--- src/design/q4k_pkg.sv ---
`timescale 1ns / 1ps
`default_nettype none

package q4k_pkg;

    localparam int IN_DATA_W  = 136;
    localparam int OUT_DATA_W = 40;

    localparam int MAG_W   = 52;
    localparam int SC_W    = 17;
    localparam int PROD_W  = 21;
    localparam int SHIFT_W = 6;

    // value = mag * 2^(eeff - 25); leading one at bit 51 gives +51, bias +127
    localparam logic [8:0] EXP_OFFSET = 9'd153;

    localparam logic [31:0] CANON_NAN = 32'h7FC0_0000;
    localparam logic [30:0] INF_BITS  = 31'h7F80_0000;

    localparam logic [6:0] LAST_POS = 7'd127;

    typedef struct packed {
        logic load_hdr;
        logic load_quant;
        logic do_scale;
        logic do_prod;
        logic do_align;
        logic do_norm;
        logic do_round;
        logic sel_hi;
    } cmd_t;

    typedef struct packed {
        logic norm_done;
        logic out_free;
    } stat_t;

endpackage

`default_nettype wire

--- src/design/q4k_ctrl.sv ---
`timescale 1ns / 1ps
`default_nettype none

module q4k_ctrl
(
    input  wire logic          clk,
    input  wire logic          rst_n,
    input  wire logic          in_valid,
    input  wire logic          in_header,
    output logic               in_ready,
    input  wire q4k_pkg::stat_t stat,
    output q4k_pkg::cmd_t      cmd
);

    typedef enum logic [5:0] {
        ST_IDLE  = 6'b000001,
        ST_SCALE = 6'b000010,
        ST_PROD  = 6'b000100,
        ST_ALIGN = 6'b001000,
        ST_NORM  = 6'b010000,
        ST_ROUND = 6'b100000
    } state_t;

    state_t state_reg, state_next;
    logic   hi_reg, hi_next;
    logic   fire;

    assign in_ready = (state_reg == ST_IDLE);
    assign fire     = in_valid && in_ready;

    always_comb
    begin
        state_next     = state_reg;
        hi_next        = hi_reg;
        cmd            = '0;
        cmd.sel_hi     = hi_reg;
        unique case (state_reg)
            ST_IDLE:
            begin
                cmd.load_hdr   = fire && in_header;
                cmd.load_quant = fire && !in_header;
                if (fire && !in_header)
                begin
                    state_next = ST_SCALE;
                end
            end
            ST_SCALE:
            begin
                cmd.do_scale = 1'b1;
                hi_next      = 1'b0;
                state_next   = ST_PROD;
            end
            ST_PROD:
            begin
                cmd.do_prod = 1'b1;
                state_next  = ST_ALIGN;
            end
            ST_ALIGN:
            begin
                cmd.do_align = 1'b1;
                state_next   = ST_NORM;
            end
            ST_NORM:
            begin
                cmd.do_norm = 1'b1;
                if (stat.norm_done)
                begin
                    state_next = ST_ROUND;
                end
            end
            ST_ROUND:
            begin
                // wait for a free output slot
                if (stat.out_free)
                begin
                    cmd.do_round = 1'b1;
                    if (hi_reg)
                    begin
                        state_next = ST_IDLE;
                    end
                    else
                    begin
                        hi_next    = 1'b1;
                        state_next = ST_PROD;
                    end
                end
            end
            default:
            begin
                state_next = ST_IDLE;
            end
        endcase
    end

    always_ff @(posedge clk or negedge rst_n)
    begin
        if (!rst_n)
        begin
            state_reg <= ST_IDLE;
            hi_reg    <= 1'b0;
        end
        else
        begin
            state_reg <= state_next;
            hi_reg    <= hi_next;
        end
    end

endmodule

`default_nettype wire

--- src/design/q4k_dp.sv ---
`timescale 1ns / 1ps
`default_nettype none

module q4k_dp
(
    input  wire logic                               clk,
    input  wire logic                               rst_n,
    input  wire q4k_pkg::cmd_t                      cmd,
    output q4k_pkg::stat_t                          stat,
    input  wire logic [q4k_pkg::IN_DATA_W-1:0]      in_data,
    output logic [q4k_pkg::OUT_DATA_W-1:0]          out_data,
    output logic                                    out_last,
    output logic                                    out_valid,
    input  wire logic                               out_ready
);

    localparam int MW = q4k_pkg::MAG_W;

    // header state
    logic [15:0] hs_reg, hs_next;
    logic [15:0] hm_reg, hm_next;
    logic [5:0]  scl_reg [8];
    logic [5:0]  scl_next [8];
    logic [5:0]  mnl_reg [8];
    logic [5:0]  mnl_next [8];
    logic [6:0]  pos_reg, pos_next;

    // per item work registers
    logic [6:0]                      cur_reg, cur_next;
    logic [7:0]                      q_reg, q_next;
    logic [q4k_pkg::SC_W-1:0]        sc_reg, sc_next;
    logic [q4k_pkg::SC_W-1:0]        mn_reg, mn_next;
    logic [q4k_pkg::PROD_W-1:0]      p_reg, p_next;
    logic [MW-1:0]                   mag_reg, mag_next;
    logic                            sgn_reg, sgn_next;
    logic [4:0]                      emin_reg, emin_next;
    logic [q4k_pkg::SHIFT_W-1:0]     sh_reg, sh_next;
    logic                            nan_reg, nan_next;
    logic                            inf_reg, inf_next;
    logic                            infs_reg, infs_next;

    logic [q4k_pkg::OUT_DATA_W-1:0]  od_reg, od_next;
    logic                            ol_reg, ol_next;
    logic                            ov_reg, ov_next;

    logic [7:0]  b [12];
    logic [4:0]  d_ex, m_ex, d_e, m_e;
    logic [10:0] d_m, m_m;
    logic        d_nan, d_inf, m_nan, m_inf;
    logic [2:0]  sub;
    logic [3:0]  qn;
    logic [4:0]  shp, shm;
    logic [MW-1:0] a_al, b_al, sum_mag;
    logic        sa, sb, sum_sgn;
    logic        p_nan, p_inf, n_nan, n_inf;
    logic [2:0]  fsh;
    logic [MW-1:0] nrm;
    logic [8:0]  exp_b;
    logic [22:0] mant;
    logic        rnd_up;
    logic [30:0] rounded;
    logic [31:0] val;

    always_comb
    begin
        for (int j = 0; j < 4; j++)
        begin
            b[j]     = in_data[32 + 8*j +: 8];
            b[j + 4] = in_data[64 + 8*j +: 8];
            b[j + 8] = in_data[96 + 8*j +: 8];
        end
    end

    assign d_ex  = hs_reg[14:10];
    assign m_ex  = hm_reg[14:10];
    assign d_nan = (d_ex == 5'd31) && (hs_reg[9:0] != '0);
    assign d_inf = (d_ex == 5'd31) && (hs_reg[9:0] == '0);
    assign m_nan = (m_ex == 5'd31) && (hm_reg[9:0] != '0);
    assign m_inf = (m_ex == 5'd31) && (hm_reg[9:0] == '0);
    assign d_m   = {d_ex != '0, hs_reg[9:0]};
    assign m_m   = {m_ex != '0, hm_reg[9:0]};
    assign d_e   = (d_ex == '0) ? 5'd1 : d_ex;
    assign m_e   = (m_ex == '0) ? 5'd1 : m_ex;

    assign sub = cur_reg[6:4];
    assign qn  = cmd.sel_hi ? q_reg[7:4] : q_reg[3:0];

    // alignment to the smaller exponent; products are exact integers
    always_comb
    begin
        if (d_e >= m_e)
        begin
            shp       = d_e - m_e;
            shm       = '0;
            emin_next = m_e;
        end
        else
        begin
            shp       = '0;
            shm       = m_e - d_e;
            emin_next = d_e;
        end
        a_al = MW'(p_reg) << shp;
        b_al = MW'(mn_reg) << shm;
        sa   = hs_reg[15];
        sb   = !hm_reg[15];
        if (sa == sb)
        begin
            sum_mag = a_al + b_al;
            sum_sgn = sa;
        end
        else if (a_al >= b_al)
        begin
            sum_mag = a_al - b_al;
            sum_sgn = (a_al == b_al) ? 1'b0 : sa;
        end
        else
        begin
            sum_mag = b_al - a_al;
            sum_sgn = sb;
        end
        p_nan = d_nan || (d_inf && (p_reg == '0));
        p_inf = d_inf && (p_reg != '0);
        n_nan = m_nan || (m_inf && (mn_reg == '0));
        n_inf = m_inf && (mn_reg != '0);
    end

    assign stat.norm_done = (mag_reg[MW-1:MW-8] != '0) || (mag_reg == '0);
    assign stat.out_free  = !ov_reg || out_ready;

    // final normalize within the top byte and round to nearest even
    always_comb
    begin
        fsh = '0;
        for (int i = 0; i < 8; i++)
        begin
            if (mag_reg[MW-8+i])
            begin
                fsh = 3'(7 - i);
            end
        end
        nrm     = mag_reg << fsh;
        exp_b   = 9'(emin_reg) + q4k_pkg::EXP_OFFSET - 9'(sh_reg) - 9'(fsh);
        mant    = nrm[MW-2:MW-24];
        rnd_up  = nrm[MW-25] && ((nrm[MW-26:0] != '0) || mant[0]);
        rounded = {exp_b[7:0], mant} + 31'(rnd_up);
        if (nan_reg)
        begin
            val = q4k_pkg::CANON_NAN;
        end
        else if (inf_reg)
        begin
            val = {infs_reg, q4k_pkg::INF_BITS};
        end
        else if (mag_reg == '0)
        begin
            val = {sgn_reg, 31'd0};
        end
        else
        begin
            val = {sgn_reg, rounded};
        end
    end

    always_comb
    begin
        hs_next   = hs_reg;
        hm_next   = hm_reg;
        scl_next  = scl_reg;
        mnl_next  = mnl_reg;
        pos_next  = pos_reg;
        cur_next  = cur_reg;
        q_next    = q_reg;
        sc_next   = sc_reg;
        mn_next   = mn_reg;
        p_next    = p_reg;
        mag_next  = mag_reg;
        sgn_next  = sgn_reg;
        sh_next   = sh_reg;
        nan_next  = nan_reg;
        inf_next  = inf_reg;
        infs_next = infs_reg;
        od_next   = od_reg;
        ol_next   = ol_reg;
        ov_next   = out_ready ? 1'b0 : ov_reg;

        if (cmd.load_hdr)
        begin
            hs_next  = in_data[15:0];
            hm_next  = in_data[31:16];
            pos_next = '0;
            for (int j = 0; j < 4; j++)
            begin
                scl_next[j]     = b[j][5:0];
                mnl_next[j]     = b[j + 4][5:0];
                scl_next[j + 4] = {b[j][7:6], b[j + 8][3:0]};
                mnl_next[j + 4] = {b[j + 4][7:6], b[j + 8][7:4]};
            end
        end
        if (cmd.load_quant)
        begin
            cur_next = pos_reg;
            q_next   = in_data[135:128];
            pos_next = pos_reg + 7'd1;
        end
        if (cmd.do_scale)
        begin
            sc_next = q4k_pkg::SC_W'(d_m) * q4k_pkg::SC_W'(scl_reg[sub]);
            mn_next = q4k_pkg::SC_W'(m_m) * q4k_pkg::SC_W'(mnl_reg[sub]);
        end
        if (cmd.do_prod)
        begin
            p_next = q4k_pkg::PROD_W'(sc_reg) * q4k_pkg::PROD_W'(qn);
        end
        if (cmd.do_align)
        begin
            mag_next  = sum_mag;
            sgn_next  = sum_sgn;
            sh_next   = '0;
            nan_next  = p_nan || n_nan || (p_inf && n_inf && (hs_reg[15] == hm_reg[15]));
            inf_next  = p_inf || n_inf;
            infs_next = p_inf ? hs_reg[15] : !hm_reg[15];
        end
        if (cmd.do_norm && !stat.norm_done)
        begin
            mag_next = mag_reg << 8;
            sh_next  = sh_reg + q4k_pkg::SHIFT_W'(8);
        end
        if (cmd.do_round)
        begin
            od_next = {sub, cmd.sel_hi, cur_reg[3:0], val};
            ol_next = cmd.sel_hi && (cur_reg == q4k_pkg::LAST_POS);
            ov_next = 1'b1;
        end
    end

    always_ff @(posedge clk or negedge rst_n)
    begin
        if (!rst_n)
        begin
            hs_reg  <= '0;
            hm_reg  <= '0;
            pos_reg <= '0;
            ov_reg  <= 1'b0;
            for (int j = 0; j < 8; j++)
            begin
                scl_reg[j] <= '0;
                mnl_reg[j] <= '0;
            end
        end
        else
        begin
            hs_reg  <= hs_next;
            hm_reg  <= hm_next;
            pos_reg <= pos_next;
            ov_reg  <= ov_next;
            scl_reg <= scl_next;
            mnl_reg <= mnl_next;
        end
    end

    always_ff @(posedge clk)
    begin
        cur_reg  <= cur_next;
        q_reg    <= q_next;
        sc_reg   <= sc_next;
        mn_reg   <= mn_next;
        p_reg    <= p_next;
        mag_reg  <= mag_next;
        sgn_reg  <= sgn_next;
        emin_reg <= cmd.do_align ? emin_next : emin_reg;
        sh_reg   <= sh_next;
        nan_reg  <= nan_next;
        inf_reg  <= inf_next;
        infs_reg <= infs_next;
        od_reg   <= od_next;
        ol_reg   <= ol_next;
    end

    assign out_data  = od_reg;
    assign out_last  = ol_reg;
    assign out_valid = ov_reg;

endmodule

`default_nettype wire

--- src/design/q4k_superblock_dequantizer.sv ---
`timescale 1ns / 1ps
`default_nettype none

// Header item: accepted with no result; the input stays ready after it.
// Quant byte: two results, low nibble then high nibble; the scale step is shared
// by both, then each passes product, align, the byte-wise normalize loop (0 to 6
// shift steps) and round. The next item is taken only after both results are
// registered; output stalls hold off the input as well.
// Reset (rst_n low, async) clears factors, scales, mins and byte position.

module q4k_superblock_dequantizer
(
    input  wire logic         clk,
    input  wire logic         rst_n,
    input  wire logic         s_axis_tvalid,
    output logic              s_axis_tready,
    // scale_half, min_half, packed_bytes_low, _mid, _high, quant_byte
    input  wire logic [135:0] s_axis_tdata,
    // is_header
    input  wire logic         s_axis_tuser,
    output logic              m_axis_tvalid,
    input  wire logic         m_axis_tready,
    // value_bits, element_index
    output logic [39:0]       m_axis_tdata,
    output logic              m_axis_tlast
);

    q4k_pkg::cmd_t  cmd;
    q4k_pkg::stat_t stat;

    q4k_ctrl u_ctrl
    (
        .clk       (clk),
        .rst_n     (rst_n),
        .in_valid  (s_axis_tvalid),
        .in_header (s_axis_tuser),
        .in_ready  (s_axis_tready),
        .stat      (stat),
        .cmd       (cmd)
    );

    q4k_dp u_dp
    (
        .clk       (clk),
        .rst_n     (rst_n),
        .cmd       (cmd),
        .stat      (stat),
        .in_data   (s_axis_tdata),
        .out_data  (m_axis_tdata),
        .out_last  (m_axis_tlast),
        .out_valid (m_axis_tvalid),
        .out_ready (m_axis_tready)
    );

`ifndef ASSERT_OFF
    a_last_index: assert property (@(posedge clk) disable iff (!rst_n)
        m_axis_tvalid && m_axis_tlast |-> m_axis_tdata[39:32] == 8'hFF)
        else $error("last flag on wrong element");

    a_quant_busy: assert property (@(posedge clk) disable iff (!rst_n)
        s_axis_tvalid && s_axis_tready && !s_axis_tuser |=> !s_axis_tready)
        else $error("input taken while byte in progress");

    a_hdr_ready: assert property (@(posedge clk) disable iff (!rst_n)
        s_axis_tvalid && s_axis_tready && s_axis_tuser |=> s_axis_tready)
        else $error("header transfer stalled input");
`endif

endmodule

`default_nettype wire

--- config.mk ---
export PLATFORM = sky130hd
export DESIGN_NAME = q4k_superblock_dequantizer
export DESIGN_NICKNAME = d
export VERILOG_FILES = /design/src/design/q4k_pkg.sv /design/src/design/q4k_ctrl.sv /design/src/design/q4k_dp.sv /design/src/design/q4k_superblock_dequantizer.sv
export SDC_FILE = /design/constraint.sdc
export NUM_CORES = 2
export LEC_CHECK = 0
export BUFFER_PORTS_ARGS = -buffer_cell sky130_fd_sc_hd__buf_2
export CORE_UTILIZATION = 53
export CTS_CLUSTER_SIZE = 10
export DETAILED_ROUTE_END_ITERATION = 8
export GPL_TIMING_DRIVEN = 0
export PLACE_DENSITY = 0.71
export SKIP_LAST_GASP = 1
export SLEW_MARGIN = 20
export SYNTH_ARGS = -nofsm -noshare
export SYNTH_HDL_FRONTEND = slang
export SYNTH_HIERARCHICAL = 1
export SYNTH_SLANG_ARGS = --single-unit
export TNS_END_PERCENT = 50
--- constraint.sdc ---
create_clock -name clk -period 9.45 [get_ports clk]
set_clock_uncertainty 0.15 [all_clocks]
set_input_delay 0.945 -clock clk [delete_from_list [all_inputs] [get_ports clk]]
set_output_delay 0.945 -clock clk [all_outputs]
set_load 0.005 [all_outputs]
# Word level (Yosys, flattened, before mapping)
# Cells that the tools add are included.
# word_totals
input_bits	141
reg_bits	321
out_inout_bits	43
# op_classes
shift	3
bitwise	1
mul	3
mux	50
addsub	11
order_cmp	3
reduce_logical	51
n_eq_ne	15
# op_table
op	n
52-bit two-way mux	4
52-bit subtractor	2
6-bit two-way mux	9
52-bit adder	1
52-bit equality test	1
52-bit greater-or-equal comparator	1
52-bit logical NOT	1
17-bit by 5-bit << shifter with 52-bit output	1
21-bit by 5-bit << shifter with 52-bit output	1
52-bit by 3-bit << shifter with 51-bit output	1
6-bit binary-select mux with 3-bit select	2
6-bit case mux with 6 select lines	1
11-bit by 6-bit multiplier with 17-bit output	2
32-bit two-way mux	1
31-bit by 1-bit adder with 31-bit output	1
31-bit two-way mux	1
3-bit two-way mux	9
27-bit nonzero test	1
5-bit two-way mux	5
21-bit logical NOT	1
17-bit by 4-bit multiplier with 21-bit output	1
21-bit nonzero test	1
10-bit logical NOT	2
10-bit nonzero test	2
other kinds (38)	85

# Depth between registers and ports, before layout
# logic_depth
depth_word	15
ltp_mapped	36

# Cells and area by module
# Netlist, hierarchy kept.
# by_module_without_submodules
mod	n_inst	area_per_inst_um2	cells_per_inst
q4k_dp	1	31635.3	3603
q4k_ctrl	1	475.5	48

# Worst setup path before layout
# Ideal clock, no wire load.
# synth_path
path_type	register -> register
startpoint	register u_dp.hs_reg[11]
endpoint	register u_dp.mag_reg[36] (data pin)
arrival_time_ns	6.755
path_buffers	3
path_slack_ns	2.279
path_stages_with_launch	31
synth_period_minus_slack_ns	7.171
t_required_ns	9.034
path_cell_list	dfrtp_1 or4_1 nor2_1 or2_2 inv_1 ha_1 nor2b_1 o21a_2 o21ai_1 nor2_1 buf_2 mux2i_1 mux2i_1 a21oi_1 mux2i_1 a22o_1 ha_1 clkbuf_1 nor2b_1 o211ai_1 a21boi_0 o21ai_1 a31oi_1 nor3_1 and2_1 buf_6 mux2_2 a311oi_1 a21oi_1 xnor2_1 o21ai_1
# synth_between
elab_chain_cells	10
word_cells_on_any_way	17
classes_between	5 x add/sub; 2 x order compare; 2 x shift; 7 x mux; 1 x reduce/logical
# synth_rtl
element	line_no	text
from (decl)	q4k_dp.sv:20	logic [15:0] hs_reg, hs_next;
from (signal assigned)	q4k_dp.sv:253	hs_reg <= hs_next;
5-bit logical NOT	q4k_dp.sv:82	assign d_e = (d_ex == '0) ? 5'd1 : d_ex;
5-bit two-way mux (*)	q4k_dp.sv:82	
5-bit subtractor, or another cell as far along	q4k_dp.sv:100	shm = m_e - d_e;
5-bit two-way mux	q4k_dp.sv:91	if (d_e >= m_e)
17-bit by 5-bit << shifter with 52-bit output or 21-bit by 5-bit << shifter with 52-bit output (tied branches)	q4k_dp.sv:104, q4k_dp.sv:103	
52-bit subtractor, or another cell as far along	q4k_dp.sv:119	sum_mag = b_al - a_al;
52-bit two-way mux	q4k_dp.sv:112	else if (a_al >= b_al)
52-bit two-way mux (*)	q4k_dp.sv:107	if (sa == sb)
52-bit two-way mux (*)	q4k_dp.sv:215	if (cmd.do_align)
52-bit two-way mux (*)	q4k_dp.sv:224	if (cmd.do_norm && !stat.norm_done)
named net u_dp.mag_next[36]	q4k_dp.sv:34	logic [MW-1:0] mag_reg, mag_next;
to (signal assigned)	q4k_dp.sv:269	mag_reg <= mag_next;
to (decl)	q4k_dp.sv:34	
# Mark *: on every way through the listed nets, which the timed path passes. The rest lies on a longest branch. The select of a mux whose other input is x is not followed.
# A chain may end at the register's enable or synchronous reset.

# Worst setup path in the final report
# layout_path
startpoint	register u_dp.hs_reg[11]
endpoint	register u_dp.mag_reg[45] (data pin)
# The elaborated chain is that of the path after synthesis.

==> results.yml <==
floorplanning:
  core_um2: 59500
  dieArea_um2: 61600
  start_util_pct: 54.0
  die_h_um: 248
  io_pins: 184
  die_x_um: 248
  num_rows: 89
synthesis:
  synthSimpleGateAreaFrac_pct: 17.1
  synth-main-ff-cell: "edfxtp_1"
  synth_nets: 4155
  yosysSeqAreaShare_pct: 27.3
  synth-edff-count: 167
  syn_area_per_cell_um2: 8.80
  postSynthCellCount: 3651
  synthTopCellsByArea: "edfxtp_1 (16%), dfrtp_1 (11%), ha_1 (9.8%), fa_1 (6.9%), mux2_2 (5.1%)"
  yosys.area.top_type: "edfxtp_1"
  ys.warnings.count: 6
  yosysMostFrequentCell: "nand2_1"
  synth_common_cells: "nand2_1 (381), inv_1 (307), a21oi_1 (293), nor2_1 (267), ha_1 (252)"
  async_flop_share_pct: 45.0
  synth-xor-area-share_pct: 3.41
  ys_ff_latch: 318
  synthAdderAreaFrac_pct: 16.8
  synth_compound_area_share_pct: 17.5
  synth_top_family_by_area: "compound AO/OA/AOI/OAI gates"
  synthMuxAreaShare_pct: 12.0
  synth_top_area_share_pct: 15.6
  netlist_area_um2: 32100
  synth.distinct_cells: 110
cts:
  clk_pin_slew_ns: 0.06
  cts_tree: "built"
  cts.sink_count: 318
  cts_buffers: 40
  clkLatencyLatePin_ns: 0.58
  cts_max_path_buffers: 3
  hold_buffers: 0
  htreeDepth: 2
  cts_root_buf: "clkbuf_16"
sta:
  final-hold-violation-count: 0
  slew_violations: 0
  setup_slack_ns: 0.200
  fmax_mhz: 108
  maxSlewHeadroom_pct: 15.2
  period_share_pct: 97.9
  worst_pin_slew_ns: 1.27
  rsz0062_at_grt: "yes"
  setup_viol: 0
  whs_ns: 0.116
  min_period_ns: 9.25
setup_path:
  cp-end-kind: "register"
  cpPeakStageDelay_ns: 1.10
  critPathKind: "register to register"
  critPathBufInv: 4
  cp_max_fo: 10
  rrSetupSlack_ns: 0.20
  worstPathRequired_ns: 9.58
  worst_setup_path_start_kind: "register"
  critPathSlowestCell: "nor4_1"
  critical_path.top_delay_family: "simple AND/OR/NAND/NOR gates"
  critPathArrivalTime_ns: 9.38
detailed_routing:
  viasPerCell: 6.16
  first_pass_iters: 8
  drt-initial-drc-count: 2479
  ant_nets: 0
  route.vias.total: 28846
  post_drt_wl_per_cell_um: 23.0
  wirelength_um: 108000
  remaining_drc_errors: 0
global_routing:
  grt_pass1_wl_um: 166000
  grt_pass1_vias: 28158
  grtUsageTotal_pct: 35.1
  grt_max_degree: 91
  grt_overflow: 0
  antenna_found_initial: 10
placement:
  dpl.cell_count: 4611
  hpwl_um: 87800
  place_ws_ns: -0.518
  placed_cell_area_um2: 34100
  gp_congestion: 1.04
  io_buffers: 183
layout:
  fill_cells: 5447
  largest_reg_flops: 52
  multiInputGateArea_um2: 21600
  nNetsFinal: 4384
  fin_area_um2: 35500
  seqCellArea_um2: 8750
  finalNonFillerCells: 4681
  syn_to_final_growth_pct: 10.6
  drive_gt1_share_pct: 13.5
worst_hold_path:
  min_path_type: "primary input to async pin"
run_status:
  status: "finished clean"
run:
  maxCapViolations: 0
==> per-stage QoR <==
| step | utilization [%] | TNS, ns |
|---|---|---|
| after floorplan | - | 0 |
| after global placement | 57.2 | -7.05 |
| after detailed placement | 57.4 | -5.28 |
| after CTS | 59.4 | 0 |
| after global routing | 59.7 | -0.0410 |
| final | 59.7 | 0 |
==> layout make-up <==
class	instances	share of cell area, %
multi-input combinational	2845	60.9
sequential	318	24.7
inverter	310	3.28
clock buffer	57	3.08
timing repair buffer	187	2.83
tap	773	2.72
buffer	178	2.11
clock inverter	10	0.363
antenna	3	0.0211
==> cell families after synthesis <==
family	count (synthesis)
compound gates	886
xor+xnor	125
fa+ha+maj	364
buf+inv	488
flops	318
mux	335
simple gates	1135
==> per-layer routing <==
layer | share of wire, % | vias to the layer above | global-route usage [%]
met5 | 0.077 | - | 0
met4 | 6.6 | 14 | 19.9
met3 | 7.2 | 298 | 5.67
met2 | 45 | 1235 | 56.1
met1 | 41 | 13940 | 45.4
li1 | - | 13359 | -
==> cell usage in the layout (no fill, tap or decap), drive strengths merged, types with 89 or more instances in the layout <==
cell type	count
clkbuf	193
mux2i	163
xnor2	89
ha	252
buf	229
dfrtp	142
nor2	269
o21ai	196
nand2	382
edfxtp	167
fa	111
mux2	147
inv	309
a21oi	296
==> what timing repair did <==
| action | CTS | global route |
|---|---|---|
| buffers inserted | 0 | 0 |
| pin swaps | 0 | 0 |
| endpoints found under the setup margin | 30 | 46 |
| gates resized for setup | 6 | 37 |
==> final timing paths <==
check                                       startpoint                         endpoint  cells past startpoint
min in group clk             u_dp/cur_reg[2]$_DFFE_PP_      u_dp/out_data[34]$_DFFE_PP_                      0
setup reg to reg           u_dp/hs_reg[11]$_DFFE_PN0P_       u_dp/mag_reg[45]$_DFFE_PP_                     25
max in group asynchronous                        rst_n  u_ctrl/state_reg[0]$_DFFE_PN1P_                      2
hold / removal                                   rst_n       u_dp/hs_reg[3]$_DFFE_PN0P_                      1
hold reg to reg              u_dp/cur_reg[2]$_DFFE_PP_      u_dp/out_data[34]$_DFFE_PP_                      0
setup / recovery           u_dp/hs_reg[11]$_DFFE_PN0P_       u_dp/mag_reg[45]$_DFFE_PP_                     25
Power is left out: the tool's default activity adds up to more than one toggle a clock period on the data nets, which glitch-free logic cannot reach.
